`config.mk`:
```
export PLATFORM = sky130hd
export DESIGN_NAME = infix_to_postfix_converter_flat
export DESIGN_NICKNAME = d
export VERILOG_FILES = /design/src/hdl/ipc_pkg.sv /design/src/hdl/ipc_if.sv /design/src/hdl/infix_to_postfix_converter.sv /design/src/hdl/ipc_cell.sv /design/src/hdl/ipc_ctrl.sv /design/src/flat_wrapper.sv
export SDC_FILE = /design/constraint.sdc
export NUM_CORES = 1
export LEC_CHECK = 0
export BUFFER_PORTS_ARGS = -buffer_cell sky130_fd_sc_hd__buf_2
export CELL_PAD_IN_SITES_DETAIL_PLACEMENT = 0
export CELL_PAD_IN_SITES_GLOBAL_PLACEMENT = 1
export CORE_ASPECT_RATIO = 1.5
export CORE_UTILIZATION = 52
export DETAILED_ROUTE_END_ITERATION = 8
export PLACE_DENSITY = 0.83
export SLEW_MARGIN = 20
export SYNTH_ARGS = -nofsm -noshare
export SYNTH_HDL_FRONTEND = slang
export SYNTH_HIERARCHICAL = 1
export SYNTH_SLANG_ARGS = --single-unit
```
`constraint.sdc`:
```
create_clock -name clk -period 7.05 [get_ports clk]
set_input_delay 0.3525 -clock clk [delete_from_list [all_inputs] [get_ports clk]]
set_output_delay 0.3525 -clock clk [all_outputs]
set_load 0.01 [all_outputs]
```
`src/hdl/ipc_pkg.sv`:
```
// ----------------------------------------------------------------------------
// ipc_pkg
// Types, codes and helpers shared by the infix-to-postfix converter.
// ----------------------------------------------------------------------------
package ipc_pkg;

  localparam int STACK_DEPTH = 32;
  localparam int CNT_W       = $clog2(STACK_DEPTH + 1);

  // operator codes held on the stack
  localparam logic [2:0] CODE_ADD    = 3'd0;
  localparam logic [2:0] CODE_SUB    = 3'd1;
  localparam logic [2:0] CODE_MUL    = 3'd2;
  localparam logic [2:0] CODE_DIV    = 3'd3;
  localparam logic [2:0] CODE_LPAREN = 3'd4;

  localparam logic [7:0] CHAR_ADD     = 8'h2B;
  localparam logic [7:0] CHAR_SUB     = 8'h2D;
  localparam logic [7:0] CHAR_MUL     = 8'h2A;
  localparam logic [7:0] CHAR_DIV     = 8'h2F;
  localparam logic [7:0] CHAR_LPAREN  = 8'h28;
  localparam logic [7:0] CHAR_RPAREN  = 8'h29;
  localparam logic [7:0] CHAR_NEWLINE = 8'h0A;

  typedef enum logic {
    ST_IDLE,
    ST_BUSY
  } state_t;

  typedef enum logic [2:0] {
    K_CHAR,
    K_OP,
    K_LP,
    K_RP,
    K_END
  } kind_t;

  typedef struct packed {
    logic       push;
    logic       pop;
    logic [2:0] code;
  } stack_cmd_t;

  typedef struct packed {
    logic [2:0] top;
    logic [2:0] below;
  } stack_view_t;

  function automatic logic prec(input logic [2:0] code);
    return (code >= CODE_MUL);
  endfunction

  function automatic logic [7:0] code_char(input logic [2:0] code);
    logic [7:0] c;
    unique case (code)
      CODE_ADD:    c = CHAR_ADD;
      CODE_SUB:    c = CHAR_SUB;
      CODE_MUL:    c = CHAR_MUL;
      CODE_DIV:    c = CHAR_DIV;
      CODE_LPAREN: c = CHAR_LPAREN;
      default:     c = 8'h00;
    endcase
    return c;
  endfunction

endpackage

```
`src/hdl/ipc_if.sv`:
```
// ----------------------------------------------------------------------------
// ipc_if
// Valid/ready channels: infix characters in, postfix characters out.
// ----------------------------------------------------------------------------
interface ipc_in_if;
  logic       valid;
  logic       ready;
  logic [7:0] ch;
  logic       end_of_expr;

  modport source (output valid, output ch, output end_of_expr, input ready);
  modport sink   (input valid, input ch, input end_of_expr, output ready);
endinterface

interface ipc_out_if;
  logic       valid;
  logic       ready;
  logic [7:0] out_char;
  logic       last;
  logic       expr_done;
  logic       error;

  modport source (output valid, output out_char, output last, output expr_done,
                  output error, input ready);
  modport sink   (input valid, input out_char, input last, input expr_done,
                  input error, output ready);
endinterface

```
`src/hdl/infix_to_postfix_converter.sv`:
```
// ----------------------------------------------------------------------------
// infix_to_postfix_converter
// Shunting-yard converter: infix characters in, postfix characters out.
// ----------------------------------------------------------------------------
// Usage:
//   expr : one request per infix character (ch), or an end marker
//          (end_of_expr) that flushes the stack and yields a newline.
//   post : postfix characters; last marks the final one of a request,
//          expr_done the closing newline, error an unmatched ')' or a
//          push onto a full stack (out_char is then 0).
// Once a request is taken, its work runs as a series of steps: one step
//   per output character, one per push, one to drop a matching '('. No
//   new request is taken until the last step of the current one is done;
//   the single sequencer working the operator stack sets this pace.
// The operator stack is a chain of cells; push and pop shift every cell by
//   one place toward or away from the top, all cells at the same clock edge.
// Reset empties the stack and drops any pending output.
// A stalled receiver holds the output register; the step that would emit
//   next waits, steps without output carry on.
// ----------------------------------------------------------------------------
module infix_to_postfix_converter (
  input logic       clk,
  input logic       rst,
  ipc_in_if.sink    expr,
  ipc_out_if.source post
);
  import ipc_pkg::*;

  stack_cmd_t  cmd;
  stack_view_t view;
  logic [2:0]  cell_code [STACK_DEPTH];

  ipc_ctrl u_ctrl (
    .clk  (clk),
    .rst  (rst),
    .expr (expr),
    .post (post),
    .view (view),
    .cmd  (cmd)
  );

  for (genvar i = 0; i < STACK_DEPTH; i++) begin : g_cell
    logic [2:0] up, down;
    if (i == 0) begin : g_top
      assign up = cmd.code;
    end else begin : g_mid
      assign up = cell_code[i-1];
    end
    if (i == STACK_DEPTH - 1) begin : g_bot
      assign down = cell_code[i];
    end else begin : g_rest
      assign down = cell_code[i+1];
    end
    ipc_cell u_cell (
      .clk       (clk),
      .cmd       (cmd),
      .from_up   (up),
      .from_down (down),
      .code      (cell_code[i])
    );
  end

  assign view.top   = cell_code[0];
  assign view.below = cell_code[1];

endmodule

```
`src/hdl/ipc_cell.sv`:
```
// ----------------------------------------------------------------------------
// ipc_cell
// One stack slot; shifts toward the bottom on push, toward the top on pop.
// ----------------------------------------------------------------------------
module ipc_cell (
  input  logic               clk,
  input  ipc_pkg::stack_cmd_t cmd,
  input  logic [2:0]         from_up,
  input  logic [2:0]         from_down,
  output logic [2:0]         code
);
  import ipc_pkg::*;

  always_ff @(posedge clk) begin
    if (cmd.push) begin
      code <= from_up;
    end else if (cmd.pop) begin
      code <= from_down;
    end
  end

endmodule

```
`src/hdl/ipc_ctrl.sv`:
```
// ----------------------------------------------------------------------------
// ipc_ctrl
// Sequencer: decodes a request, steps pops/pushes, drives the output register.
// ----------------------------------------------------------------------------
module ipc_ctrl (
  input  logic                 clk,
  input  logic                 rst,
  ipc_in_if.sink               expr,
  ipc_out_if.source            post,
  input  ipc_pkg::stack_view_t view,
  output ipc_pkg::stack_cmd_t  cmd
);
  import ipc_pkg::*;

  state_t           state, state_next;
  kind_t            kind;
  logic [2:0]       code;
  logic [7:0]       ch;
  logic [CNT_W-1:0] count;

  logic       out_valid;
  logic [7:0] out_char;
  logic       out_last;
  logic       out_done;
  logic       out_err;

  // one step of work
  logic       want_emit, go, fin;
  logic [7:0] e_char;
  logic       e_last, e_done, e_err;
  logic       do_push, do_pop;

  logic out_free, cnt_nz, one_left, full, top_lp;

  assign out_free = !out_valid || post.ready;
  assign cnt_nz   = (count != '0);
  assign one_left = (count == CNT_W'(1));
  assign full     = (count >= CNT_W'(STACK_DEPTH));
  assign top_lp   = (view.top == CODE_LPAREN);

  always_comb begin
    state_next = state;
    unique case (state)
      ST_IDLE: if (expr.valid) state_next = ST_BUSY;
      ST_BUSY: if (go && fin) state_next = ST_IDLE;
      default: state_next = ST_IDLE;
    endcase
  end

  always_comb begin
    want_emit = 1'b0;
    fin       = 1'b0;
    e_char    = 8'h00;
    e_last    = 1'b0;
    e_done    = 1'b0;
    e_err     = 1'b0;
    do_push   = 1'b0;
    do_pop    = 1'b0;
    if (state == ST_BUSY) begin
      unique case (kind)
        K_CHAR: begin
          want_emit = 1'b1;
          e_char    = ch;
          e_last    = 1'b1;
          fin       = 1'b1;
        end
        K_END: begin
          want_emit = 1'b1;
          if (cnt_nz) begin
            do_pop = 1'b1;
            e_char = code_char(view.top);
          end else begin
            e_char = CHAR_NEWLINE;
            e_last = 1'b1;
            e_done = 1'b1;
            fin    = 1'b1;
          end
        end
        K_OP: begin
          if (cnt_nz && !top_lp && (prec(view.top) >= prec(code))) begin
            // last pop when the loop stops on the entry below
            want_emit = 1'b1;
            do_pop    = 1'b1;
            e_char    = code_char(view.top);
            e_last    = one_left || (view.below == CODE_LPAREN) ||
                        (prec(view.below) < prec(code));
          end else if (full) begin
            want_emit = 1'b1;
            e_err     = 1'b1;
            e_last    = 1'b1;
            fin       = 1'b1;
          end else begin
            do_push = 1'b1;
            fin     = 1'b1;
          end
        end
        K_LP: begin
          fin = 1'b1;
          if (full) begin
            want_emit = 1'b1;
            e_err     = 1'b1;
            e_last    = 1'b1;
          end else begin
            do_push = 1'b1;
          end
        end
        K_RP: begin
          if (cnt_nz && !top_lp) begin
            want_emit = 1'b1;
            do_pop    = 1'b1;
            e_char    = code_char(view.top);
            e_last    = !one_left && (view.below == CODE_LPAREN);
          end else if (cnt_nz) begin
            do_pop = 1'b1;  // drop the matching paren
            fin    = 1'b1;
          end else begin
            want_emit = 1'b1;
            e_err     = 1'b1;
            e_last    = 1'b1;
            fin       = 1'b1;
          end
        end
        default: fin = 1'b1;
      endcase
    end
  end

  assign go       = !want_emit || out_free;
  assign cmd.push = go && do_push;
  assign cmd.pop  = go && do_pop;
  assign cmd.code = code;

  assign expr.ready     = (state == ST_IDLE);
  assign post.valid     = out_valid;
  assign post.out_char  = out_char;
  assign post.last      = out_last;
  assign post.expr_done = out_done;
  assign post.error     = out_err;

  always_ff @(posedge clk) begin
    if (rst) begin
      state     <= ST_IDLE;
      count     <= '0;
      out_valid <= 1'b0;
    end else begin
      state <= state_next;
      if (cmd.push) begin
        count <= count + CNT_W'(1);
      end else if (cmd.pop) begin
        count <= count - CNT_W'(1);
      end
      if (go && want_emit) begin
        out_valid <= 1'b1;
      end else if (post.ready) begin
        out_valid <= 1'b0;
      end
    end
  end

  always_ff @(posedge clk) begin
    if (go && want_emit) begin
      out_char <= e_char;
      out_last <= e_last;
      out_done <= e_done;
      out_err  <= e_err;
    end
    if (expr.valid && expr.ready) begin
      ch <= expr.ch;
      if (expr.end_of_expr) begin
        kind <= K_END;
        code <= CODE_ADD;
      end else begin
        priority case (expr.ch)
          CHAR_ADD:    begin kind <= K_OP; code <= CODE_ADD;    end
          CHAR_SUB:    begin kind <= K_OP; code <= CODE_SUB;    end
          CHAR_MUL:    begin kind <= K_OP; code <= CODE_MUL;    end
          CHAR_DIV:    begin kind <= K_OP; code <= CODE_DIV;    end
          CHAR_LPAREN: begin kind <= K_LP; code <= CODE_LPAREN; end
          CHAR_RPAREN: begin kind <= K_RP; code <= CODE_LPAREN; end
          default:     begin kind <= K_CHAR; code <= CODE_ADD;  end
        endcase
      end
    end
  end

endmodule

```
`src/flat_wrapper.sv`:
```
// flat-port wrapper written by rule: the top's interface ports become plain ports
module infix_to_postfix_converter_flat import ipc_pkg::*;
  (clk, rst, expr_valid, expr_ch, expr_end_of_expr, expr_ready, post_valid, post_out_char, post_last, post_expr_done, post_error, post_ready);
  ipc_in_if expr_i ();
  ipc_out_if post_i ();
  input logic clk;
  input logic rst;
  input wire logic [$bits(expr_i.valid)-1:0] expr_valid;
  input wire logic [$bits(expr_i.ch)-1:0] expr_ch;
  input wire logic [$bits(expr_i.end_of_expr)-1:0] expr_end_of_expr;
  output wire logic [$bits(expr_i.ready)-1:0] expr_ready;
  output wire logic [$bits(post_i.valid)-1:0] post_valid;
  output wire logic [$bits(post_i.out_char)-1:0] post_out_char;
  output wire logic [$bits(post_i.last)-1:0] post_last;
  output wire logic [$bits(post_i.expr_done)-1:0] post_expr_done;
  output wire logic [$bits(post_i.error)-1:0] post_error;
  input wire logic [$bits(post_i.ready)-1:0] post_ready;
  assign expr_i.valid = expr_valid;
  assign expr_i.ch = expr_ch;
  assign expr_i.end_of_expr = expr_end_of_expr;
  assign expr_ready = expr_i.ready;
  assign post_valid = post_i.valid;
  assign post_out_char = post_i.out_char;
  assign post_last = post_i.last;
  assign post_expr_done = post_i.expr_done;
  assign post_error = post_i.error;
  assign post_i.ready = post_ready;
  infix_to_postfix_converter u_core (.clk(clk), .rst(rst), .expr(expr_i), .post(post_i));
endmodule
```
# == Word level (Yosys, flattened, before mapping) ==
# Index checks and enable logic that the tools add are counted.
# classes
n_addsub,2
magnitude_cmp,6
eq_ne,16
mux,101
n_bitwise,1
reduce_logical,25
# ops
operator,count
3-bit 2-to-1 mux,62
"8-bit by 6-bit == test with 1-bit output, second input constant",6
8-bit case mux with 4 select lines,1
6-bit 2-to-1 mux,5
6-bit case mux with 5 select lines,1
1-bit 2-to-1 mux,23
"3-bit by 2-bit == test with 1-bit output, second input constant",4
3-bit case mux with 4 select lines,1
"3-bit == test, second input constant",3
"3-bit by 2-bit >= comparator with 1-bit output, second input constant",3
1-bit case mux with 3 select lines,3
1-bit logical AND,8
"6-bit by 1-bit adder with 6-bit output, second input constant",1
"3-bit by 1-bit == test with 1-bit output, second input constant",2
"6-bit by 1-bit == test with 1-bit output, second input constant",1
"6-bit >= comparator, second input constant",1
3-bit logical NOT,2
2-bit case mux with 3 select lines,1
6-bit nonzero test,1
"6-bit by 1-bit subtractor with 6-bit output, second input constant",1
1-bit case mux with 5 select lines,1
1-bit logical NOT,4
1-bit logical OR,4
1-bit case mux with 2 select lines,2
8 further kinds,10
# totals
register_bits,129
elab_cells,193

# == Longest topological paths before layout ==
# Gate-level depths: netlist (run 1).
# depth
word_depth,12
ltp_mapped,9
depth_no_buf,8

# == Cells and area by module ==
# Netlist (run 1), hierarchy kept.
# modules_own_cells
mod,n_inst,cells_per_inst,area_each_um2,seq_area_each_um2
ipc_cell,32,7,130.1,90.1
ipc_ctrl,1,178,1830.5,910.9

# == Worst setup path before layout (run 1) ==
# Ideal clock, no wire load.
# synth_path
path_kind,register to register
from,register u_core.u_ctrl.kind[0]
to,register u_core.u_ctrl.count[5]
setup_time_ns,0.059
arrival_time_ns,6.160
t_required_ns,6.991
slack_ns,0.832
path_stages_with_launch,7
path_buffers,1
synth_period_minus_slack_ns,6.218
cell_sequence,edfxtp_1 -> buf_2 -> nand2b_1 -> o32ai_2 -> nand4_1 -> nor3_1 -> a31o_1
# synth_lines
item,line,rtl
start: declaration,ipc_ctrl.sv:16,kind_t kind;
start signal: assignment,ipc_ctrl.sv:170,kind <= K_END;
start signal: assignment,ipc_ctrl.sv:174,CHAR_ADD: begin kind <= K_OP; code <= CODE_ADD; end
start signal: assignment,ipc_ctrl.sv:175,CHAR_SUB: begin kind <= K_OP; code <= CODE_SUB; end
end signal: assignment,ipc_ctrl.sv:148,count <= count + CNT_W'(1);
end signal: assignment,ipc_ctrl.sv:150,count <= count - CNT_W'(1);
end: declaration,ipc_ctrl.sv:19,logic [CNT_W-1:0] count;

==> results of run 1 <==
## Yosys cell counts, types with 3 or more instances
cell,number,area [um2]
ha_1,3,37.5
inv_1,11,41.3
nand2b_1,5,31.3
or3_1,3,18.8
mux2_2,96,1080
nand2_1,17,63.8
o21ai_0,6,30.0
o211ai_1,3,22.5
edfxtp_1,121,3630
or2_2,32,200
a21oi_1,15,75.1
nor2_1,15,56.3
nand3_1,5,25.0
nand4_1,5,31.3
and3_1,4,25.0
a31o_1,3,26.3
nor3_1,5,25.0
dfxtp_1,8,160
## logic make-up after synthesis
logic type / after synthesis
adders and majority gates: 3
xor gates and xnor gates: 1
muxes: 99
and+or+nand+nor: 103
DFF: 129
buffers and inverters: 17
AOI/OAI and AO/OA: 50
## power by group through the flow
stage               clock network (mW)  logic [mW]  registers [mW]
floorplan                            0      0.0661           0.870
global placement                     0      0.0797           0.874
detailed placement                   0      0.0811           0.875
CTS                              0.862      0.0818           0.859
global route                     0.890      0.0895           0.861
finish                           0.844      0.0817           0.859
## state kept, by name, indices dropped and copies added, names as in the netlist
register / count
u_core/g_cell.u_cell/code: 96
u_core/u_ctrl/ch: 8
u_core/u_ctrl/post.out_char: 8
u_core/u_ctrl/count: 6
u_core/u_ctrl/code: 3
u_core/u_ctrl/kind: 3
u_core/u_ctrl/post.error: 1
u_core/u_ctrl/post.expr_done: 1
u_core/u_ctrl/post.last: 1
u_core/u_ctrl/post.valid: 1
u_core/u_ctrl/state: 1
## worst max-delay path: cells and delay by family (launching register included)
family	cells	cell delay (ps)
buf+inv	2	1270
simple gates	2	700
compound gates	1	100
flops	1	590
mux	1	420
## how the worst max path moves through the flow
stage / start / end / slack (ps) / cells past startpoint
floorplan: u_core/u_ctrl/kind[0] / u_core/u_ctrl/count[5] / 830 / 6
global route: u_core/u_ctrl/kind[2] / u_core/g_cell[28].u_cell/code[1] / 3460 / 6
finish: u_core/u_ctrl/kind[2] / u_core/g_cell[30].u_cell/code[0] / 3630 / 6
global placement: u_core/u_ctrl/kind[2] / u_core/g_cell[27].u_cell/code[0] / 3690 / 6
detailed placement: u_core/u_ctrl/kind[2] / u_core/g_cell[21].u_cell/code[2] / 3690 / 6
CTS: u_core/u_ctrl/kind[2] / u_core/g_cell[24].u_cell/code[2] / 3680 / 6
## layer usage
layer / part of all wire / wire length, um / track usage
met1: 0.42 / 4360 / 0.228
met2: 0.54 / 5540 / 0.314
met3: 0.025 / 258 / 0.0452
met4: 0.015 / 154 / 0.0873
met5: 0 / 0 / 0
## cell usage in the layout, fill, tap and decap left out, types with 4 or more instances in the layout
master and instances:
edfxtp_1 121, mux2_2 96, or2_2 32, buf_2 25, clkbuf_16 17, nand2_1 17, nor2_1 15, a21oi_1 15
inv_1 11, dfxtp_1 8, o21ai_0 6, nand2b_1 5, nor3_1 5, nand3_1 5, nand4_1 5, clkinv_2 4
and3_1 4
## cell type report
cell class | instances | share of cell area
multi-input cells | 256 | 0.310
inverters | 11 | 0.00602
clock buffers | 17 | 0.0620
flip-flops and latches | 129 | 0.553
repair buffers | 27 | 0.0204
clock inverters | 12 | 0.0212
well taps | 147 | 0.0268
## through the flow
step,utilization,area (um2),instances,power [mW],setup slack [ps]
finish,0.617,6860,599,1.78,3630
floorplan,-,5990,402,0.936,832
global placement,0.566,6290,570,0.954,3690
global route,0.617,6860,599,1.84,3460
CTS,0.617,6860,599,1.80,3680
detailed placement,0.566,6290,570,0.956,3690
==> metrics.yaml, run 1 <==
yosys:
  synth-simple-area-share: 0.0964
  synthAdderAreaFrac: 0.00626
  synthMuxAreaShare: 0.187
  synth-seq-cells: 129
  synth-xor-area-share: 0.00146
  synth_cell_types: 52
  synth_async_sr_flop_share: 0
  postSynthNetCount: 418
  synth_cells: 402
  ys.flop_type: "edfxtp_1"
  ys_seq_area_frac: 0.633
  synth-edff-count: 121
  synth-compound-area-share: 0.0622
  avgSynthCellArea_um2: 14.9
  synth_top_family_by_area: "multiplexers"
  ys_warn_count: 6
  syn_area_um2: 5990
clock_network:
  cts_tree: "yes"
  cts_made_buffers: 17
  cts_resized: 0
  cts.clk_slew.worst_paths_ps: 50
  postCtsHoldBufs: 0
  clk_path_buf_depth: 2
  cts_sinks: 129
  cts_root_buffer: "clkbuf_16"
  clk_latency_ps: 400
  cts_max_level: 4
  postCtsSetupRepairBufs: 0
power_and_ir_drop:
  sw_frac_of_total: 0.201
  p_sw_mw: 0.358
  clockPowerShare: 0.473
  p_int_mw: 1.43
  seqPwrFrac: 0.482
  vdd_drop_max_mv: 0.181
  power.share.combinational: 0.046
  p_leak_nw: 1.98
  powerDensity_nw_per_um2: 260
placement:
  gp_congestion: 0.828
  dpl.hpwl_um: 7000
  portBuffers: 25
floorplan:
  rows: 47
  core_area_um2: 11100
  dieWidth_um: 89.7
  io_pins: 26
  die-area_um2: 12000
  start_util: 0.539
  dieHeight_um: 134
cells_and_area:
  seqCellArea_um2: 3790
  fin_nets: 458
  multi_input_area_um2: 2130
  n_antenna_cell: 0
  nFillCells: 826
  drive_above_1_share: 0.434
  syn_to_final_growth_pct: 14.4
routing:
  wl_um: 10300
  wire_per_inst_um: 17.2
  viasPerCell: 5.66
  first_iter_violations: 223
  firstDrtPassIters: 4
  drc: 0
  vias: 3390
  ant_nets: 0
global_routing:
  grt-ovfl-total: 0
  antenna_found_initial: 0
  grt_pass1_vias: 3435
  grt_pass1_wl_um: 16900
  grt_max_degree: 88
  track_usage: 0.189
sta:
  max_slew.worst_pin.slew_ps: 917
  skew_ps: 5.20
  rsz0062_at_grt: "no"
  setup_viol: 0
  holdWs_ps: 140
  slew_headroom: 0.389
  fin_tns_setup_ps: 0
  finalCritPeriodShare: 0.486
  period_needed_ps: 3420
  hold_viol_final: 0
  fmax_ghz: 0.292
  maxSlewViolCount: 0
setup_path:
  cpMaxStageDelayCell: "buf_4"
  crit_required_ps: 7200
  r2r_end: "u_core/g_cell[30].u_cell/code[0]"
  path_cells: "nand2b_1 > or3_1 > o32ai_4 > buf_4 > buf_4 > mux2_2"
  end_kind: "flip-flop"
  r2r_slack_ps: 3630
  crit_top_cell: "buf_4"
  slowest_delay_ps: 790
  crit_type: "reg -> reg"
  critPathArrivalTime_ps: 3570
  r2r-start: "u_core/u_ctrl/kind[2]"
  start_kind: "flip-flop"
  crit_fanout: 87
  r2r_cells: 6
min_path:
  min_to: "u_core/u_ctrl/ch[4]"
  holdCritPathClass: "in -> reg"
  min_path_cells: 1
  hp-start: "expr_ch[4]"
flow_run:
  maxCapViolations: 0
status:
  status: "completed"
Note: power is estimated with default switching activity, not from simulation.
==> run 2: changes to the inputs <==
--- a/config.mk
+++ b/config.mk
@@ -9,9 +9,9 @@
 export CELL_PAD_IN_SITES_DETAIL_PLACEMENT = 0
 export CELL_PAD_IN_SITES_GLOBAL_PLACEMENT = 1
 export CORE_ASPECT_RATIO = 1.5
-export CORE_UTILIZATION = 52
+export CORE_UTILIZATION = 47
 export DETAILED_ROUTE_END_ITERATION = 8
-export PLACE_DENSITY = 0.83
+export PLACE_DENSITY = 0.8
 export SLEW_MARGIN = 20
 export SYNTH_ARGS = -nofsm -noshare
 export SYNTH_HDL_FRONTEND = slang
==> constraint.sdc (replaced) <==
create_clock -name clk -period 2.82 [get_ports clk]
set_input_delay 0.141 -clock clk [delete_from_list [all_inputs] [get_ports clk]]
set_output_delay 0.141 -clock clk [all_outputs]
set_load 0.01 [all_outputs]
==> metrics.yaml, run 2 (synthesis results as in run 1) <==
clock_network:
  cts_max_level: 4  # unchanged
  cts_root_buffer: "clkbuf_16"
  clk_latency_ps: 420  # +20 ps
  cts_tree: "yes"
  cts_made_buffers: 17  # unchanged
  cts_sinks: 129  # unchanged
  clk_path_buf_depth: 2  # unchanged
  cts.clk_slew.worst_paths_ps: 60  # about the same
  postCtsSetupRepairBufs: 0  # unchanged
  cts_resized: 0  # unchanged
power_and_ir_drop:
  power.share.combinational: 0.052  # +0.006
  p_sw_mw: 0.990  # +180%
  sw_frac_of_total: 0.214  # +0.0139
  powerDensity_nw_per_um2: 648  # +150%
  clockPowerShare: 0.485  # +0.012
  vdd_drop_max_mv: 0.432  # +140%
  p_leak_nw: 2.09  # +5.8%
  p_int_mw: 3.62  # +150%
  seqPwrFrac: 0.463  # -0.019
floorplan:
  dieWidth_um: 94.2  # +5.1%
  die-area_um2: 13200  # +10%
  core_area_um2: 12400  # +12%
  start_util: 0.482  # -0.0578
  io_pins: 26  # unchanged
  dieHeight_um: 140  # +5.1%
  rows: 50  # +6.4%
sta:
  fmax_ghz: 0.400  # +37%
  maxSlewViolCount: 0  # unchanged
  setup_ws_ps: 320  # -3310 ps
  finalCritPeriodShare: 0.887  # +0.401
  hold_viol_final: 0  # unchanged
  period_needed_ps: 2500  # -924 ps
  rsz0062_at_grt: "no"
  skew_ps: 11.5  # +6.29 ps
  max_slew.worst_pin.slew_ps: 541  # -377 ps
  setup_viol: 0  # unchanged
  slew_headroom: 0.640  # +0.251
cells_and_area:
  final_cell_mix: "edfxtp_1, mux2_2, or2_2, buf_2"
  top_regs: "u_core/g_cell.u_cell/code: 96 flops, u_core/u_ctrl/ch: 8 flops, u_core/u_ctrl/post.out_char: 8 flops"
  drive_above_1_share: 0.441  # +0.00730
  n_antenna_cell: 0  # unchanged
  largest_reg_flops: 96  # unchanged
  final_util: 0.572  # -0.0454
  top_register: "u_core/g_cell.u_cell/code"
  final_common_cell: "edfxtp_1"
  syn_to_final_growth_pct: 18.7
  fin_nets: 478  # +4.4%
setup_path:
  crit_fanout: 39  # -55%
  crit_required_ps: 3130  # -4070 ps
  path_cells: "nor3b_1 > o2111ai_2 > o2111ai_2 > and2_4 > a22o_1 > mux2_4"
  critPathArrivalTime_ps: 2810  # -760 ps
  slowest_delay_ps: 510  # -280 ps
  start_kind: "flip-flop"
  crit_buf_inv: 0  # -2
  crit_top_cell: "o2111ai_2"
  crit_type: "reg -> reg"
  critPathTopFamily: "simple AND/OR/NAND/NOR gates"
  cpMaxStageDelayCell: "edfxtp_1"
  end_kind: "flip-flop"
placement:
  pre_cts_slack_ps: 352  # -3340 ps
  gp_congestion: 0.811  # -2.0%
  dpl.hpwl_um: 7480  # +6.9%
  portBuffers: 25  # unchanged
routing:
  wire_per_inst_um: 17.2  # about the same
  wl_met3_um: 318  # +23%
  wl_um: 10800  # +5.1%
  viasPerCell: 5.49  # -3.0%
  drc: 0  # unchanged
  dr.max_layer_used: "met4"
  wl_met1_um: 4690  # +7.7%
  first_iter_violations: 241  # +8.1%
  firstDrtPassIters: 4  # unchanged
  routed-wl-met2_um: 5640  # +2.0%
  ant_nets: 0  # unchanged
  vias: 3458  # +2.0%
global_routing:
  track_usage: 0.181  # -0.00833
  grt_max_degree: 63  # -28%
  grt_pass1_vias: 3597  # +4.7%
  grt_pass1_wl_um: 18100  # +7.1%
  antenna_found_initial: 0  # unchanged
  grt-ovfl-total: 0  # unchanged
status:
  status: "completed"
min_path:
  holdCritPathClass: "in -> reg"
flow_run:
  maxCapViolations: 0  # unchanged
-- run 2: cell count changes in the layout (fill, tap and decap cells not counted), moves of 2 or more --
cell	change
dlygate4sd3_1	+11
inv_6	+2
buf_12	+2
inv_8	+2
clkinv_2	-3
buf_4	+7
-- run 2: final cells by class --
| type | instances | area, um2 |
|---|---|---|
| multi-input combinational | 256 | 2140 |
| sequential | 129 | 3790 |
| clock buffer | 17 | 425 |
| tap | 156 | 195 |
| inverter | 11 | 41.3 |
| timing repair buffer | 47 | 343 |
| clock inverter | 14 | 183 |
| fill | 986 | 5330 |
-- run 2: worst reg2reg max path: stages, from the launching register on --
cell	delay, ps
edfxtp_1	510
nor3b_1	500
o2111ai_2	240
o2111ai_2	180
and2_4	450
a22o_1	220
mux2_4	290
-- run 2: per-stage QoR --
| step | area, um2 | power, mW | hold slack, ps | TNS [ps] | instances |
|---|---|---|---|---|---|
| 6_report | 7120 | 4.61 | 79.4 | 0 | 630 |
| 2_1_floorplan | 6020 | 2.34 | 240 | -250140 | 402 |
| 5_1_grt | 7120 | 4.77 | 76.8 | 0 | 630 |
| 3_3_place_gp | 6400 | 2.40 | 334 | 0 | 588 |
| 4_1_cts | 7120 | 4.66 | 66.3 | 0 | 630 |
| 3_5_place_dp | 6400 | 2.40 | 335 | 0 | 588 |
-- run 2: worst paths after layout --
path	slack, ps	endpoint	from	depth (start not counted)
setup / recovery	320	u_core/u_ctrl/count[2]	u_core/g_cell[0].u_cell/code[0]	6
setup reg to reg	320	u_core/u_ctrl/count[2]	u_core/g_cell[0].u_cell/code[0]	6
hold / removal	80	u_core/u_ctrl/state	expr_valid	3
hold reg to reg	480	u_core/u_ctrl/post.valid	u_core/u_ctrl/post.valid	2
-- run 2: repair_timing --
item                                    in CTS  in global routing
endpoints found under the setup margin       0                  0
endpoints found under the hold margin       11                  0
hold buffers                                11                  0
-- run 2: power by group through the flow --
stage	combinational [mW]	sequential, mW	clock [mW]
after floorplan	0.164	2.18	0
after global placement	0.222	2.18	0
after detailed placement	0.227	2.18	0
after CTS	0.240	2.14	2.28
after global routing	0.263	2.14	2.37
final	0.240	2.14	2.24
-- run 2: routing by layer --
metal  track usage  up-vias
met5             0        -
met3        0.0396       12
met1         0.222     1695
met4        0.0777        0
met2         0.302       61
li1              -     1690
